<file path="src/sv/spsc_pkg.sv">
// ----------------------------------------------------------------------------
// spsc_pkg
// Shared types, status codes and hash constants for the seeded pattern
// stream checker.
// ----------------------------------------------------------------------------
package spsc_pkg;

	// field widths
	localparam int unsigned BYTE_W   = 8;
	localparam int unsigned SIZE_W   = 15;
	localparam int unsigned COUNT_W  = 52;
	localparam int unsigned STATUS_W = 3;
	localparam int unsigned SEED_W   = 32;

	// configuration port
	localparam int unsigned CFG_IDX_W  = 1;
	localparam int unsigned CFG_DATA_W = 52;
	localparam logic [CFG_IDX_W-1:0] REG_SEED  = 1'd0;
	localparam logic [CFG_IDX_W-1:0] REG_TOTAL = 1'd1;
	localparam logic [SEED_W-1:0]  SEED_RST  = 32'd1;
	localparam logic [COUNT_W-1:0] TOTAL_RST = 52'd67108864;

	// sizing defaults
	localparam int unsigned CHUNK_MAX_DEF   = 16384;
	localparam int unsigned QUEUE_DEPTH_DEF = 4;

	// result status codes
	localparam logic [STATUS_W-1:0] ST_MATCH    = 3'd0;
	localparam logic [STATUS_W-1:0] ST_CHUNK    = 3'd1;
	localparam logic [STATUS_W-1:0] ST_COMPLETE = 3'd2;
	localparam logic [STATUS_W-1:0] ST_EXTRA    = 3'd3;
	localparam logic [STATUS_W-1:0] ST_MISMATCH = 3'd4;
	localparam logic [STATUS_W-1:0] ST_IGNORED  = 3'd5;

	// pattern hash
	localparam logic [63:0] GOLDEN     = 64'h9E3779B97F4A7C15;
	localparam int unsigned OFF_SHIFT  = 3;
	localparam int unsigned SEED_SHIFT = 40;
	localparam int unsigned MIX_SHIFT  = 31;

	// excess saturation
	localparam logic [SIZE_W-1:0] EXCESS_MAX = 15'h7FFF;

	// input beat
	typedef struct packed {
		logic [BYTE_W-1:0] rx_byte;
		logic              chunk_first;
		logic [SIZE_W-1:0] chunk_size;
	} in_beat_t;

	// output beat
	typedef struct packed {
		logic [STATUS_W-1:0] status;
		logic [COUNT_W-1:0]  byte_offset;
		logic [SIZE_W-1:0]   excess_bytes;
		logic [COUNT_W-1:0]  verified_bytes;
		logic                stream_passed;
	} out_beat_t;

	// classified byte handed from front to back
	typedef struct packed {
		logic [STATUS_W-1:0] status;
		logic                check;
		logic [BYTE_W-1:0]   rx_byte;
		logic [COUNT_W-1:0]  byte_offset;
		logic [SIZE_W-1:0]   excess_bytes;
		logic [COUNT_W-1:0]  count_before;
		logic [COUNT_W-1:0]  verified_bytes;
		logic                stream_passed;
	} chk_item_t;

endpackage

</file>
<file path="src/sv/spsc_back.sv">
// ----------------------------------------------------------------------------
// spsc_back
// Pattern back end: computes the expected byte through a pipelined 64-bit
// hash, compares it and resolves mismatch failures in stream order.
// ----------------------------------------------------------------------------
module spsc_back (
	input  logic                         clk,
	input  logic                         arst_n,
	input  logic [spsc_pkg::SEED_W-1:0]  seed,
	input  logic                         q_valid,
	input  spsc_pkg::chk_item_t          q_data,
	output logic                         q_pop,
	input  logic                         out_stall,
	output logic                         out_valid,
	output spsc_pkg::out_beat_t          out_data
);
	import spsc_pkg::*;

	localparam logic [31:0] GOLD_LO = GOLDEN[31:0];
	localparam logic [31:0] GOLD_HI = GOLDEN[63:32];

	logic adv;

	logic        valid_s1;
	chk_item_t   item_s1;
	logic [63:0] x_s1;

	logic        valid_s2;
	chk_item_t   item_s2;
	logic [63:0] plo_s2;
	logic [31:0] cr1_s2;
	logic [31:0] cr2_s2;

	logic               fail_q;
	logic [COUNT_W-1:0] fail_count_q;
	logic               out_valid_q;
	out_beat_t          out_q;

	logic [63:0]       x_in;
	logic [63:0]       y;
	logic [63:0]       z;
	logic [BYTE_W-1:0] exp_byte;
	logic              miss;

	// the whole pipeline moves unless a result is held
	assign adv   = !out_valid_q || !out_stall;
	assign q_pop = adv && q_valid;

	// hash input: word index mixed with the shifted seed
	assign x_in = (64'(q_data.byte_offset) >> OFF_SHIFT) ^ (64'(seed) << SEED_SHIFT);

	// stage 1: hash input
	always_ff @(posedge clk or negedge arst_n) begin
		if (!arst_n) begin
			valid_s1 <= 1'b0;
		end else if (adv) begin
			valid_s1 <= q_valid;
		end
	end

	always_ff @(posedge clk) begin
		if (q_pop) begin
			item_s1 <= q_data;
			x_s1    <= x_in;
		end
	end

	// stage 2: partial products of the golden-ratio multiply, mod 2^64
	always_ff @(posedge clk or negedge arst_n) begin
		if (!arst_n) begin
			valid_s2 <= 1'b0;
		end else if (adv) begin
			valid_s2 <= valid_s1;
		end
	end

	always_ff @(posedge clk) begin
		if (adv && valid_s1) begin
			item_s2 <= item_s1;
			plo_s2  <= 64'(x_s1[31:0]) * 64'(GOLD_LO);
			cr1_s2  <= x_s1[31:0] * GOLD_HI;
			cr2_s2  <= x_s1[63:32] * GOLD_LO;
		end
	end

	// stage 3: sum, xor-shift, byte select and compare
	always_comb begin
		y        = plo_s2 + {cr1_s2 + cr2_s2, 32'd0};
		z        = y ^ (y >> MIX_SHIFT);
		exp_byte = z[{item_s2.byte_offset[2:0], 3'b000} +: BYTE_W];
		miss     = item_s2.check && (item_s2.rx_byte != exp_byte);
	end

	// mismatch failure, kept in stream order
	always_ff @(posedge clk or negedge arst_n) begin
		if (!arst_n) begin
			fail_q       <= 1'b0;
			fail_count_q <= '0;
		end else if (adv && valid_s2 && !fail_q && miss) begin
			fail_q       <= 1'b1;
			fail_count_q <= item_s2.count_before;
		end
	end

	// output register
	always_ff @(posedge clk or negedge arst_n) begin
		if (!arst_n) begin
			out_valid_q <= 1'b0;
		end else if (adv) begin
			out_valid_q <= valid_s2;
		end
	end

	always_ff @(posedge clk) begin
		if (adv && valid_s2) begin
			if (fail_q) begin
				out_q.status         <= ST_IGNORED;
				out_q.byte_offset    <= fail_count_q;
				out_q.excess_bytes   <= '0;
				out_q.verified_bytes <= fail_count_q;
				out_q.stream_passed  <= 1'b0;
			end else if (miss) begin
				out_q.status         <= ST_MISMATCH;
				out_q.byte_offset    <= item_s2.byte_offset;
				out_q.excess_bytes   <= '0;
				out_q.verified_bytes <= item_s2.count_before;
				out_q.stream_passed  <= 1'b0;
			end else begin
				out_q.status         <= item_s2.status;
				out_q.byte_offset    <= item_s2.byte_offset;
				out_q.excess_bytes   <= item_s2.excess_bytes;
				out_q.verified_bytes <= item_s2.verified_bytes;
				out_q.stream_passed  <= item_s2.stream_passed;
			end
		end
	end

	assign out_valid = out_valid_q;
	assign out_data  = out_q;

	// a mismatch failure is never cleared except by reset
	a_fail_sticky: assert property (@(posedge clk) disable iff (!arst_n)
		fail_q |=> fail_q && $stable(fail_count_q))
		else $error("mismatch failure state changed");

	// every byte behind a mismatch comes out ignored
	a_ignore_after_fail: assert property (@(posedge clk) disable iff (!arst_n)
		(adv && valid_s2 && fail_q) |=>
			(out_q.status == ST_IGNORED) && !out_q.stream_passed)
		else $error("byte after mismatch not ignored");

endmodule

</file>
<file path="config.mk">
export PLATFORM = sky130hd
export DESIGN_NAME = spsc_back
export DESIGN_NICKNAME = d
export VERILOG_FILES = /design/src/sv/spsc_pkg.sv /design/src/sv/spsc_back.sv
export SDC_FILE = /design/constraint.sdc
export NUM_CORES = 2
export LEC_CHECK = 0
export BUFFER_PORTS_ARGS = -buffer_cell sky130_fd_sc_hd__buf_2
export CORE_AREA = 2 2 334 336
export DETAILED_ROUTE_END_ITERATION = 10
export DIE_AREA = 0 0 336 338
export HOLD_SLACK_MARGIN = 0.12
export PLACE_DENSITY_LB_ADDON = 0.2
export SLEW_MARGIN = 20
export SYNTH_ARGS = -nofsm -noshare
export SYNTH_HDL_FRONTEND = slang
export SYNTH_SLANG_ARGS = --single-unit
</file>
<file path="constraint.sdc">
create_clock -name clk -period 13.8 [get_ports clk]
set_input_delay 3.45 -clock clk [delete_from_list [all_inputs] [get_ports clk]]
set_output_delay 3.45 -clock clk [all_outputs]
set_load 0.05 [all_outputs]
</file>
==> insert_results.sql <==
INSERT INTO impl_metrics (metric_group, metric, value, unit) VALUES
('layout', 'postLayoutCellArea', '66300', 'um^2'),
('place', 'place_congestion', '1.01', ''),
('timing', 'finalCritPeriodShare', '0.725', ''),
('timing', 'timing_worst_slew_pin_value', '1.21', 'ns'),
('synth', 'ys_async_sr_fraction', '0.0810', ''),
('timing', 'slew_headroom', '0.189', ''),
('clock_tree', 'cts_num_sinks', '691', ''),
('layout', 'final_common_cell', 'inv_1', ''),
('place', 'dp_hpwl', '137000', 'um'),
('global_routing', 'antenna_violations_before_repair', '13', ''),
('routing', 'dr.pass1.iters', '7', ''),
('synth', 'synth-main-ff-cell', 'edfxtp_1', ''),
('synth', 'yosysTopAreaCellShare', '0.317', ''),
('floorplan', 'chipHeight', '338', 'um'),
('floorplan', 'row_count', '122', ''),
('min_path', 'whs_path_depth', '0', ''),
('synth', 'ys_seq_area_frac', '0.340', ''),
('synth', 'synth_cells', '5041', ''),
('routing', 'drt_drc_violations_left', '0', ''),
('setup_path', 'critical-path-top-delay-family', 'compound AO/OA/AOI/OAI gates', ''),
('setup_path', 'setup.worst_path.start', 'item_s2[123]', ''),
('routing', 'dr_total_vias', '39000', ''),
('job', 'max_cap_violations', '0', ''),
('setup_path', 'r2r-start', 'item_s2[123]', ''),
('setup_path', 'timing.reg2reg.worst_path_depth', '31', ''),
('clock_tree', 'cts.repair_timing.setup_buffer_count', '0', ''),
('layout', 'flow.area_growth_from_synthesis', '10.3', '%'),
('global_routing', 'grtUsageTotal', '0.307', ''),
('timing', 'setup_slack', '3.79', 'ns'),
('layout', 'layout.cells.most_common_list', 'inv_1, fa_1, ha_1, edfxtp_1, buf_2', ''),
('floorplan', 'die_area', '114000', 'um^2'),
('clock_tree', 'cts-buffers-inserted', '78', ''),
('global_routing', 'grt_remaining_overflow', '0', ''),
('synth', 'syn_area_per_cell', '11.9', 'um^2'),
('routing', 'drt_iter0_markers', '3353', ''),
('synth', 'synthesized_flop_and_latch_total', '691', ''),
('setup_path', 'cp_slowest_cell', 'a221oi_4', ''),
('setup_path', 'critical_path_depth', '31', ''),
('layout', 'num-nets-final', '7130', ''),
('clock_tree', 'clk_root_buffer_cell', 'clkbuf_16', ''),
('synth', 'synth_warnings', '0', ''),
('floorplan', 'die_w', '336', 'um'),
('timing', 'finalSetupViolations', '0', ''),
('setup_path', 'timing.setup.critical_path_class', 'reg -> reg', ''),
('timing', 'timing.fmax', '0.0999', 'GHz'),
('clock_tree', 'cts-resized-gates', '0', ''),
('setup_path', 'timing.critical_path.slowest_cell_delay', '0.76', 'ns'),
('routing', 'final_antenna_net_count', '0', ''),
('place', 'dp_slack', '3.91', 'ns'),
('timing', 'hold_violations', '0', ''),
('place', 'dpl-instance-area', '63700', 'um^2'),
('setup_path', 'worst_setup_ep_type', 'flip-flop', ''),
('floorplan', 'ios', '345', ''),
('clock_tree', 'tritoncts', 'built', ''),
('global_routing', 'pin_count_of_the_biggest_net_entering_global_routing', '77', ''),
('place', 'port-buffer-count', '336', ''),
('layout', 'drive_gt1_frac', '0.0976', ''),
('floorplan', 'start_util', '0.546', ''),
('setup_path', 'crit_fanout', '44', ''),
('global_routing', 'grt_pass1_wl', '253000', 'um'),
('clock_tree', 'h-tree-depth', '3', ''),
('setup_path', 'setup.worst_path.start_class', 'flip-flop', ''),
('synth', 'syn_std_cell_area', '60100', 'um^2'),
('synth', 'ys_top_cells_by_area', 'edfxtp_1, fa_1, ha_1', ''),
('clock_tree', 'hold_buffers', '0', ''),
('clock_tree', 'cts_max_path_buffers', '3', ''),
('timing', 'report.final.slew_viol_count', '0', ''),
('clock_tree', 'worstSkewPairLatency', '0.69', 'ns'),
('timing', 'finalSetupTns', '0', 'ns'),
('synth', 'synth-edff-count', '635', ''),
('outcome', 'outcome', 'finished, final reports clean', '');
layout make-up:
type                       count  area [um^2]
antenna                       10         25.0
clock buffer                  96         2050
clock inverter                49          608
fill                        8972        43700
inverter                    1119         4200
multi-input combinational   3137        35100
sequential                   691        20500
tap                         1488         1860
timing repair buffer         381         2020
state kept, by name (all words and copies together), names as in the netlist:
signal / count
cr1_s2: 29
cr2_s2: 30
fail_count_q: 52
fail_q: 1
item_s1: 184
item_s2: 184
out_data: 123
out_valid: 1
plo_s2: 61
valid_s1: 1
valid_s2: 1
x_s1: 24
metrics by stage:
stage | hold WS (ns) | instances | utilization
after floorplan | 0.400 | 5041 | -
after global placement | 0.401 | 6816 | 0.578
after detailed placement | 0.405 | 6816 | 0.578
after CTS | 0.391 | 6961 | 0.603
after global routing | 0.408 | 6967 | 0.603
final | 0.399 | 6971 | 0.603
worst min-delay path by stage:
stage | from | end
floorplan | item_s1[0] | item_s2[0]
global placement | item_s1[115] | item_s2[115]
global route | item_s1[67] | item_s2[67]
finish | item_s1[67] | item_s2[67]
CTS | item_s1[67] | item_s2[67]
detailed placement | item_s1[119] | item_s2[119]
worst reg2reg max path, delay by kind of cell (launching register included):
kind	cells	cell delay, ns
multiplexers	1	0.43
XOR/XNOR	2	0.62
AND/OR/NAND/NOR	4	0.46
AO/OA/AOI/OAI	18	5.74
flip-flops	1	0.48
adder cells (fa/ha/maj)	3	0.95
buffers and inverters	3	1.19
kinds of logic (layout without fill, tap and decap cells):
family | count (synthesis) | count (layout) | synth area share
AOI/OAI and AO/OA | 705 | 705 | 0.0792
xor gates and xnor gates | 256 | 256 | 0.0385
adders and majority gates | 1502 | 1502 | 0.407
buffers and inverters | 1213 | 1645 | 0.0765
DFF | 691 | 691 | 0.340
muxes | 59 | 59 | 0.0109
other | 0 | 10 | 0
and+or+nand+nor | 615 | 615 | 0.0470
cell usage after synthesis (all sizes together) (54+ instances only):
cell type,number
a211oi,77
a21o,73
a21oi,145
a221oi,57
clkbuf,81
dfrtp,56
edfxtp,635
fa,760
ha,742
inv,1118
mux2,54
nand2,128
nor2,274
o21ai,143
o31ai,65
xnor2,177
xor2,74
routing by layer:
layer	vias to the layer above	wire length, um	share of wire	global-route usage
met4	4	5750	0.034	0.101
met3	267	13400	0.079	0.0539
met2	1481	77200	0.45	0.480
met5	-	32	0.00019	0
li1	17600	-	-	-
met1	19700	73700	0.43	0.436
Power is left out: the tool's default activity adds up to more than one toggle a clock period on the data nets, which glitch-free logic cannot reach.
